--- src/hw/rtl/oal_pkg.sv ---
package oal_pkg;

    localparam int CAPACITY_DEF = 16;
    localparam int DATA_W       = 32;
    localparam int POS_W        = 5;
    localparam int CNT_W        = 5;

    typedef enum logic [1:0] {
        CMD_INSERT = 2'd0,
        CMD_DELETE = 2'd1,
        CMD_LOCATE = 2'd2,
        CMD_SORTED = 2'd3
    } cmd_t;

    typedef enum logic [1:0] {
        ST_OK     = 2'd0,
        ST_BADPOS = 2'd1,
        ST_FULL   = 2'd2
    } status_t;

    typedef enum logic [1:0] {
        RD_AT    = 2'd0,
        RD_BELOW = 2'd1,
        RD_ABOVE = 2'd2
    } rd_sel_t;

    typedef struct packed {
        logic    capture;
        logic    set_badpos;
        logic    set_full;
        logic    start_ins;
        logic    start_del;
        logic    start_scan;
        logic    start_up;
        logic    idx_inc;
        logic    idx_dec;
        rd_sel_t rd_sel;
        logic    wr_shift;
        logic    put;
        logic    held_dec;
        logic    where_hit;
        logic    load_out;
    } dp_cmd_t;

    typedef struct packed {
        cmd_t cmd;
        logic ins_bad;
        logic del_bad;
        logic full;
        logic up_done;
        logic scan_end;
        logic dn_end;
        logic hit;
    } dp_stat_t;

endpackage

--- src/hw/rtl/oal_ram.sv ---
module oal_ram #(
    parameter int WIDTH = oal_pkg::DATA_W,
    parameter int DEPTH = oal_pkg::CAPACITY_DEF
) (
    input  logic                     clk,
    input  logic                     we,
    input  logic [$clog2(DEPTH)-1:0] waddr,
    input  logic [WIDTH-1:0]         wdata,
    input  logic [$clog2(DEPTH)-1:0] raddr,
    output logic [WIDTH-1:0]         rdata
);

    logic [WIDTH-1:0] mem_reg [DEPTH];
    logic [WIDTH-1:0] rdata_reg;

    always_ff @(posedge clk)
    begin
        if (we)
        begin
            mem_reg[waddr] <= wdata;
        end
        rdata_reg <= mem_reg[raddr];
    end

    assign rdata = rdata_reg;

endmodule

--- src/hw/rtl/oal_ctrl.sv ---
module oal_ctrl (
    input  logic              clk,
    input  logic              rst_n,
    input  logic              s_tvalid,
    output logic              s_tready,
    output logic              m_tvalid,
    input  logic              m_tready,
    input  oal_pkg::dp_stat_t sts,
    output oal_pkg::dp_cmd_t  ctl
);

    typedef enum logic [9:0] {
        S_IDLE   = 10'b0000000001,
        S_CHECK  = 10'b0000000010,
        S_SC_RD  = 10'b0000000100,
        S_SC_CMP = 10'b0000001000,
        S_SU_RD  = 10'b0000010000,
        S_SU_WR  = 10'b0000100000,
        S_SD_RD  = 10'b0001000000,
        S_SD_WR  = 10'b0010000000,
        S_PUT    = 10'b0100000000,
        S_FINISH = 10'b1000000000
    } state_t;

    state_t state_reg;
    state_t state_next;
    logic   out_valid_reg;
    logic   out_valid_next;

    always_comb
    begin
        state_next = state_reg;
        ctl        = '0;
        ctl.rd_sel = oal_pkg::RD_AT;
        case (state_reg)
            S_IDLE:
            begin
                if (s_tvalid)
                begin
                    ctl.capture = 1'b1;
                    state_next  = S_CHECK;
                end
            end
            S_CHECK:
            begin
                case (sts.cmd)
                    oal_pkg::CMD_INSERT:
                    begin
                        if (sts.ins_bad)
                        begin
                            ctl.set_badpos = 1'b1;
                            state_next     = S_FINISH;
                        end
                        else if (sts.full)
                        begin
                            ctl.set_full = 1'b1;
                            state_next   = S_FINISH;
                        end
                        else
                        begin
                            ctl.start_ins = 1'b1;
                            state_next    = S_SU_RD;
                        end
                    end
                    oal_pkg::CMD_DELETE:
                    begin
                        if (sts.del_bad)
                        begin
                            ctl.set_badpos = 1'b1;
                            state_next     = S_FINISH;
                        end
                        else
                        begin
                            ctl.start_del = 1'b1;
                            state_next    = S_SD_RD;
                        end
                    end
                    oal_pkg::CMD_LOCATE:
                    begin
                        ctl.start_scan = 1'b1;
                        state_next     = S_SC_RD;
                    end
                    default:
                    begin
                        if (sts.full)
                        begin
                            ctl.set_full = 1'b1;
                            state_next   = S_FINISH;
                        end
                        else
                        begin
                            ctl.start_scan = 1'b1;
                            state_next     = S_SC_RD;
                        end
                    end
                endcase
            end
            S_SC_RD:
            begin
                if (sts.scan_end)
                begin
                    if (sts.cmd == oal_pkg::CMD_LOCATE)
                    begin
                        state_next = S_FINISH;
                    end
                    else
                    begin
                        ctl.start_up = 1'b1;
                        state_next   = S_SU_RD;
                    end
                end
                else
                begin
                    state_next = S_SC_CMP;
                end
            end
            S_SC_CMP:
            begin
                if (sts.hit)
                begin
                    if (sts.cmd == oal_pkg::CMD_LOCATE)
                    begin
                        ctl.where_hit = 1'b1;
                        state_next    = S_FINISH;
                    end
                    else
                    begin
                        ctl.start_up = 1'b1;
                        state_next   = S_SU_RD;
                    end
                end
                else
                begin
                    ctl.idx_inc = 1'b1;
                    state_next  = S_SC_RD;
                end
            end
            S_SU_RD:
            begin
                if (sts.up_done)
                begin
                    state_next = S_PUT;
                end
                else
                begin
                    ctl.rd_sel = oal_pkg::RD_BELOW;
                    state_next = S_SU_WR;
                end
            end
            S_SU_WR:
            begin
                ctl.wr_shift = 1'b1;
                ctl.idx_dec  = 1'b1;
                state_next   = S_SU_RD;
            end
            S_SD_RD:
            begin
                if (sts.dn_end)
                begin
                    ctl.held_dec = 1'b1;
                    state_next   = S_FINISH;
                end
                else
                begin
                    ctl.rd_sel = oal_pkg::RD_ABOVE;
                    state_next = S_SD_WR;
                end
            end
            S_SD_WR:
            begin
                ctl.wr_shift = 1'b1;
                ctl.idx_inc  = 1'b1;
                state_next   = S_SD_RD;
            end
            S_PUT:
            begin
                ctl.put    = 1'b1;
                state_next = S_FINISH;
            end
            S_FINISH:
            begin
                if (!out_valid_reg || m_tready)
                begin
                    ctl.load_out = 1'b1;
                    state_next   = S_IDLE;
                end
            end
            default:
            begin
                state_next = S_IDLE;
            end
        endcase
    end

    always_comb
    begin
        out_valid_next = out_valid_reg;
        if (out_valid_reg && m_tready)
        begin
            out_valid_next = 1'b0;
        end
        if (ctl.load_out)
        begin
            out_valid_next = 1'b1;
        end
    end

    always_ff @(posedge clk or negedge rst_n)
    begin
        if (!rst_n)
        begin
            state_reg     <= S_IDLE;
            out_valid_reg <= 1'b0;
        end
        else
        begin
            state_reg     <= state_next;
            out_valid_reg <= out_valid_next;
        end
    end

    assign s_tready = (state_reg == S_IDLE);
    assign m_tvalid = out_valid_reg;

endmodule

--- src/hw/rtl/oal_dp.sv ---
module oal_dp #(
    parameter int CAPACITY = oal_pkg::CAPACITY_DEF
) (
    input  logic                       clk,
    input  logic                       rst_n,
    input  oal_pkg::dp_cmd_t           ctl,
    output oal_pkg::dp_stat_t          sts,
    input  logic [1:0]                 in_cmd,
    input  logic [oal_pkg::DATA_W-1:0] in_value,
    input  logic [oal_pkg::POS_W-1:0]  in_position,
    output logic [1:0]                 out_status,
    output logic [oal_pkg::CNT_W-1:0]  out_where,
    output logic [oal_pkg::CNT_W-1:0]  out_fill
);

    localparam int CW = $clog2(CAPACITY + 1);
    localparam int AW = $clog2(CAPACITY);
    localparam int W  = ((CW > oal_pkg::POS_W) ? CW : oal_pkg::POS_W) + 1;

    oal_pkg::cmd_t              cmd_reg, cmd_next;
    logic [oal_pkg::DATA_W-1:0] val_reg, val_next;
    logic [oal_pkg::POS_W-1:0]  pos_reg, pos_next;
    logic [CW-1:0]              held_reg, held_next;
    logic [CW-1:0]              idx_reg, idx_next;
    logic [CW-1:0]              p_reg, p_next;
    logic [CW-1:0]              where_reg, where_next;
    oal_pkg::status_t           status_reg, status_next;
    oal_pkg::status_t           ostat_reg, ostat_next;
    logic [oal_pkg::CNT_W-1:0]  owhere_reg, owhere_next;
    logic [oal_pkg::CNT_W-1:0]  ofill_reg, ofill_next;

    logic [W-1:0]               pos_w;
    logic [W-1:0]               held_w;
    logic [CW-1:0]              pos_m1;
    logic [CW-1:0]              rd_idx;
    logic [oal_pkg::DATA_W-1:0] rd_data;
    logic                       we;
    logic [AW-1:0]              waddr;
    logic [oal_pkg::DATA_W-1:0] wdata;

    assign pos_w  = W'(pos_reg);
    assign held_w = W'(held_reg);
    assign pos_m1 = CW'(pos_w - W'(1));

    assign sts.cmd      = cmd_reg;
    assign sts.ins_bad  = (pos_reg == '0) || (pos_w > held_w + W'(1));
    assign sts.del_bad  = (pos_reg == '0) || (pos_w > held_w);
    assign sts.full     = (held_reg == CW'(CAPACITY));
    assign sts.up_done  = (idx_reg == p_reg);
    assign sts.scan_end = (idx_reg >= held_reg);
    assign sts.dn_end   = ((W'(idx_reg) + W'(1)) >= held_w);
    assign sts.hit      = (cmd_reg == oal_pkg::CMD_LOCATE) ? (rd_data == val_reg)
                                                           : !($signed(rd_data) < $signed(val_reg));

    always_comb
    begin
        case (ctl.rd_sel)
            oal_pkg::RD_BELOW: rd_idx = idx_reg - CW'(1);
            oal_pkg::RD_ABOVE: rd_idx = idx_reg + CW'(1);
            default:           rd_idx = idx_reg;
        endcase
    end

    assign we    = ctl.put | ctl.wr_shift;
    assign waddr = ctl.put ? p_reg[AW-1:0] : idx_reg[AW-1:0];
    assign wdata = ctl.put ? val_reg : rd_data;

    oal_ram #(
        .WIDTH (oal_pkg::DATA_W),
        .DEPTH (CAPACITY)
    ) u_ram (
        .clk   (clk),
        .we    (we),
        .waddr (waddr),
        .wdata (wdata),
        .raddr (rd_idx[AW-1:0]),
        .rdata (rd_data)
    );

    always_comb
    begin
        cmd_next    = cmd_reg;
        val_next    = val_reg;
        pos_next    = pos_reg;
        held_next   = held_reg;
        idx_next    = idx_reg;
        p_next      = p_reg;
        where_next  = where_reg;
        status_next = status_reg;
        ostat_next  = ostat_reg;
        owhere_next = owhere_reg;
        ofill_next  = ofill_reg;

        if (ctl.capture)
        begin
            cmd_next    = oal_pkg::cmd_t'(in_cmd);
            val_next    = in_value;
            pos_next    = in_position;
            where_next  = '0;
            status_next = oal_pkg::ST_OK;
        end
        if (ctl.set_badpos)
        begin
            status_next = oal_pkg::ST_BADPOS;
        end
        if (ctl.set_full)
        begin
            status_next = oal_pkg::ST_FULL;
        end

        if (ctl.start_ins)
        begin
            idx_next = held_reg;
            p_next   = pos_m1;
        end
        else if (ctl.start_up)
        begin
            idx_next = held_reg;
            p_next   = idx_reg;
        end
        else if (ctl.start_del)
        begin
            idx_next = pos_m1;
        end
        else if (ctl.start_scan)
        begin
            idx_next = '0;
        end
        else if (ctl.idx_inc)
        begin
            idx_next = idx_reg + CW'(1);
        end
        else if (ctl.idx_dec)
        begin
            idx_next = idx_reg - CW'(1);
        end

        if (ctl.where_hit)
        begin
            where_next = idx_reg + CW'(1);
        end
        if (ctl.put)
        begin
            where_next = p_reg + CW'(1);
            held_next  = held_reg + CW'(1);
        end
        if (ctl.held_dec)
        begin
            held_next = held_reg - CW'(1);
        end

        if (ctl.load_out)
        begin
            ostat_next  = status_reg;
            owhere_next = oal_pkg::CNT_W'(where_reg);
            ofill_next  = oal_pkg::CNT_W'(held_reg);
        end
    end

    always_ff @(posedge clk or negedge rst_n)
    begin
        if (!rst_n)
        begin
            held_reg <= '0;
        end
        else
        begin
            held_reg <= held_next;
        end
    end

    always_ff @(posedge clk)
    begin
        cmd_reg    <= cmd_next;
        val_reg    <= val_next;
        pos_reg    <= pos_next;
        idx_reg    <= idx_next;
        p_reg      <= p_next;
        where_reg  <= where_next;
        status_reg <= status_next;
        ostat_reg  <= ostat_next;
        owhere_reg <= owhere_next;
        ofill_reg  <= ofill_next;
    end

    assign out_status = ostat_reg;
    assign out_where  = owhere_reg;
    assign out_fill   = ofill_reg;

endmodule

--- src/hw/rtl/ordered_array_list.sv ---
// Channel  Direction  Ports                              Content
// s        in         s_tvalid s_tready s_tuser s_tdata  one command
// m        out        m_tvalid m_tready m_tdata          one result per command
//
// A command holds the input while it compares or moves entries one at a time through
// the single read port of the entry memory; a sorted insert both scans and shifts entries.
// Reset empties the list at once; there is no clearing pass over the memory.
// A new command is taken as soon as the previous result sits in the output register.
// A stalled output holds the finished command until the previous result transfer completes.
module ordered_array_list #(
    parameter int CAPACITY = oal_pkg::CAPACITY_DEF
) (
    input  logic        clk,
    input  logic        rst_n,
    input  logic        s_tvalid,
    output logic        s_tready,
    input  logic [1:0]  s_tuser,   // cmd
    input  logic [39:0] s_tdata,   // value[31:0], position[36:32], zero pad
    output logic        m_tvalid,
    input  logic        m_tready,
    output logic [15:0] m_tdata    // status[1:0], where_found[6:2], fill_count[11:7], zero pad
);

    oal_pkg::dp_cmd_t          ctl;
    oal_pkg::dp_stat_t         sts;
    logic [1:0]                status;
    logic [oal_pkg::CNT_W-1:0] where_found;
    logic [oal_pkg::CNT_W-1:0] fill_count;

    oal_ctrl u_ctrl (
        .clk      (clk),
        .rst_n    (rst_n),
        .s_tvalid (s_tvalid),
        .s_tready (s_tready),
        .m_tvalid (m_tvalid),
        .m_tready (m_tready),
        .sts      (sts),
        .ctl      (ctl)
    );

    oal_dp #(
        .CAPACITY (CAPACITY)
    ) u_dp (
        .clk         (clk),
        .rst_n       (rst_n),
        .ctl         (ctl),
        .sts         (sts),
        .in_cmd      (s_tuser),
        .in_value    (s_tdata[31:0]),
        .in_position (s_tdata[36:32]),
        .out_status  (status),
        .out_where   (where_found),
        .out_fill    (fill_count)
    );

    assign m_tdata = {4'b0000, fill_count, where_found, status};

endmodule

--- config.mk ---
export PLATFORM = sky130hd
export DESIGN_NAME = ordered_array_list
export DESIGN_NICKNAME = d
export VERILOG_FILES = /design/src/hw/rtl/oal_pkg.sv /design/src/hw/rtl/oal_ram.sv /design/src/hw/rtl/oal_ctrl.sv /design/src/hw/rtl/oal_dp.sv /design/src/hw/rtl/ordered_array_list.sv
export SDC_FILE = /design/constraint.sdc
export NUM_CORES = 1
export LEC_CHECK = 0
export BUFFER_PORTS_ARGS = -buffer_cell sky130_fd_sc_hd__buf_2
export CORE_UTILIZATION = 55
export CTS_BUF_LIST = sky130_fd_sc_hd__clkbuf_4 sky130_fd_sc_hd__clkbuf_8 sky130_fd_sc_hd__clkbuf_16
export DETAILED_ROUTE_END_ITERATION = 7
export GPL_ROUTABILITY_DRIVEN = 0
export PLACE_DENSITY = 0.84
export SYNTH_ARGS = -nofsm -noshare
export SYNTH_HDL_FRONTEND = slang
export SYNTH_SLANG_ARGS = --single-unit
--- constraint.sdc ---
create_clock -name clk -period 9.6 [get_ports clk]
set_input_delay 0.96 -clock clk [delete_from_list [all_inputs] [get_ports clk]]
set_output_delay 0.96 -clock clk [all_outputs]
set_load 0.01 [all_outputs]
==> results.cfg <==
[run_status]
status = complete, no violations

[setup_path]
cpMaxStageDelayCell = edfxtp_1
crit_fanout = 45
crit_path_start_kind = flop
crit_path_max_incr_delay_ns = 0.81
crit_arrival_ns = 6.71
cp-end-kind = flop
cp_data_required_time_ns = 10.08
criticalPathCategory = flop to flop
worstPathCellList = inv_1, ha_1, ha_1, a21o_1, a21oi_1, nor2b_1, o21ai_0, nand2_1, nor2_1, ha_1, nand3_1, o211ai_1, o21ai_0, o21ai_4, buf_4, buf_4, nor2b_1, a211oi_1, a21oi_1
crit_top_cell = ha_1

[grt]
overflow = 0
first_global_vias = 14300
grt_usage = 0.246
antenna_found_initial = 0
grt_first_pass_wirelength_um = 85800
grt_max_degree = 129

[job]
maxCapViolations = 0

[sta]
max_slew_margin = 0.278
final_max_slew_viol_count = 0
final.min_clock_period_ns = 6.23
worst_slack_ns = 3.37
rsz0062_at_grt = false
worst_pin_slew_ns = 1.08
hold_viol = 0
setup_tns_ns = 0
fmax_mhz = 161
setup_viol = 0
clock-skew-final_ns = 0.0512
min_period_over_period = 0.649

[pwr]
pwr-share-seq = 0.473
power.density_nw_per_um2 = 251
vdd_drop_max_mv = 0.250
p_switching_uw = 1950
clkPwrFrac = 0.346
p_int_uw = 5400
pwr-share-comb = 0.180
p_leak_uw = 0.0100
switching_share = 0.265

[place]
hpwl_um = 30000
place_area_um2 = 27100
dp_slack_ns = 3.48
port_buffers = 56

[floorplanning]
die_y_um = 219
die_area_um2 = 47800
die_w_um = 219
start_util = 0.556
fp-row-count = 79
core_um2 = 46500
top_level_ports = 64

[route]
route.vias.total = 14000
drtIter0Drc = 1546
wl_per_cell_um = 25.9
routed_wl_um = 57200
drt_first_pass_iters = 5
antenna_left = 0
vias_per_cell = 6.35
drc_errors = 0

[yosys]
synth_seq_cells = 628
synth_most_common_cell = edfxtp_1
synth_seq_area_share = 0.714
yosysWarnings = 0
synth_edf_count = 578
syn_area_um2 = 25800
synth_ff_type = edfxtp_1
synth_cell_types = 75
synth_area_per_cell_um2 = 17.7
ys_top_cells_by_area = edfxtp_1, mux4_2, ha_1
syn_inst = 1455
yosysTopAreaCell = edfxtp_1
async_flop_share = 0.0255
netlist.area_leader.share = 0.672
synth_commonest_cells = edfxtp_1, mux4_2, nand2_1

[cells_and_area]
seq_area_um2 = 18400
num-fill-cells = 3085
syn_to_final_growth_pct = 13.2
fin_util = 0.629
largest_reg_flops = 512
design_area_um2 = 29200
multi_input_area_um2 = 7030
diodes = 0
drive_gt1_frac = 0.235
fin_nets = 1662

[clock_tree]
cts_tree = done
cts.root.buffer_cell = clkbuf_16
path_clk_slew_ns = 0.06
post_cts_buffers = 0
cts_resized = 0
cts.sink_count = 628
htree_levels = 2
clk_latency_ns = 0.64
cts_inserted_buffers = 59
cts_buffer_depth = 3
holdBufCountCts = 0

[min_path]
hold_class = primary input to asynchronous set/reset pin
-- cell type report --
cell class,count,share of cell area
well taps,607,0.0260
repair buffers,100,0.0216
clock inverters,44,0.0211
clock buffers,67,0.0528
flip-flops and latches,628,0.631
inverters,57,0.00732
multi-input cells,706,0.240
-- through the flow --
stage	power (uW)	instances	hold slack, ns
3_3_place_gp	4760	2096	0.419
4_1_cts	7370	2207	0.217
5_1_grt	7600	2209	0.246
6_report	7350	2209	0.233
2_1_floorplan	4420	1458	0.400
3_5_place_dp	4830	2096	0.407
-- layer usage --
layer	wire length (um)	share of wire	vias to the layer above	track usage
met4	2220	0.039	0	0.104
met3	4580	0.080	146	0.0351
met5	0	0	-	0
li1	-	-	5974	-
met2	28700	0.50	729	0.411
met1	21800	0.38	7173	0.323
-- path summary, 6_finish.rpt --
check	start	slack (ns)	cells past startpoint	end
max reg2reg	u_dp.idx_reg[0]$_DFFE_PP_	3.37	19	u_dp.u_ram.rdata[21]$_DFF_P_
max in group asynchronous	rst_n	9.05	1	u_ctrl.state_reg[0]$_DFFE_PN1P_
min	rst_n	0.23	1	u_dp.held_reg[0]$_DFFE_PN0N_
min reg2reg	u_dp.where_reg[0]$_DFFE_PP_	0.42	0	u_dp.out_where[0]$_DFFE_PP_
max	u_dp.idx_reg[0]$_DFFE_PP_	3.37	19	u_dp.u_ram.rdata[21]$_DFF_P_
min in group clk	u_dp.where_reg[0]$_DFFE_PP_	0.42	0	u_dp.out_where[0]$_DFFE_PP_
-- kinds of logic (layout without fill, tap and decap cells) --
| family | after synthesis | count (layout) | synth area share |
|---|---|---|---|
| and+or+nand+nor | 251 | 251 | 0.0515 |
| xor gates and xnor gates | 23 | 23 | 0.00780 |
| muxes | 165 | 165 | 0.126 |
| DFF | 628 | 628 | 0.714 |
| adders and majority gates | 64 | 64 | 0.0313 |
| AOI/OAI and AO/OA | 199 | 199 | 0.0490 |
| other | 1 | 4 | 0.000145 |
| buffers and inverters | 124 | 268 | 0.0198 |
-- power groups by stage --
stage | logic [uW] | registers (uW) | clock network (uW)
floorplan | 932 | 3490 | 0
global placement | 1230 | 3530 | 0
detailed placement | 1290 | 3530 | 0
CTS | 1320 | 3480 | 2580
global route | 1440 | 3490 | 2670
finish | 1320 | 3480 | 2550
-- critical path, delay by kind of cell (launching register included) --
kind	cells	cell delay (ns)
compound gates	8	1.86
buf+inv	3	1.60
fa+ha+maj	3	1.15
simple gates	5	0.61
flops	1	0.81
-- cell usage in the layout (no fill, tap or decap), drive strengths merged, types with 3 or more instances in the layout --
cell	n
o21ai	51
a21oi	57
and4b	3
mux2i	34
nor3b	5
xnor2	10
xor2	13
nand4	14
bufinv	13
nand3b	4
edfxtp	578
nor2b	42
a31oi	9
mux2	3
mux4	128
a22o	3
nand3	21
nor2	46
inv	58
conb	4
nor3	14
nand2	69
o21a	7
o22ai	3
nand2b	5
a211oi	32
buf	98
o211ai	6
ha	63
clkbuf	69
clkinvlp	4
dfrtp	15
or2	4
a21o	9
dfxtp	34
nand4b	5
and3	6
clkinv	26
(Power assumes the default switching activity.)
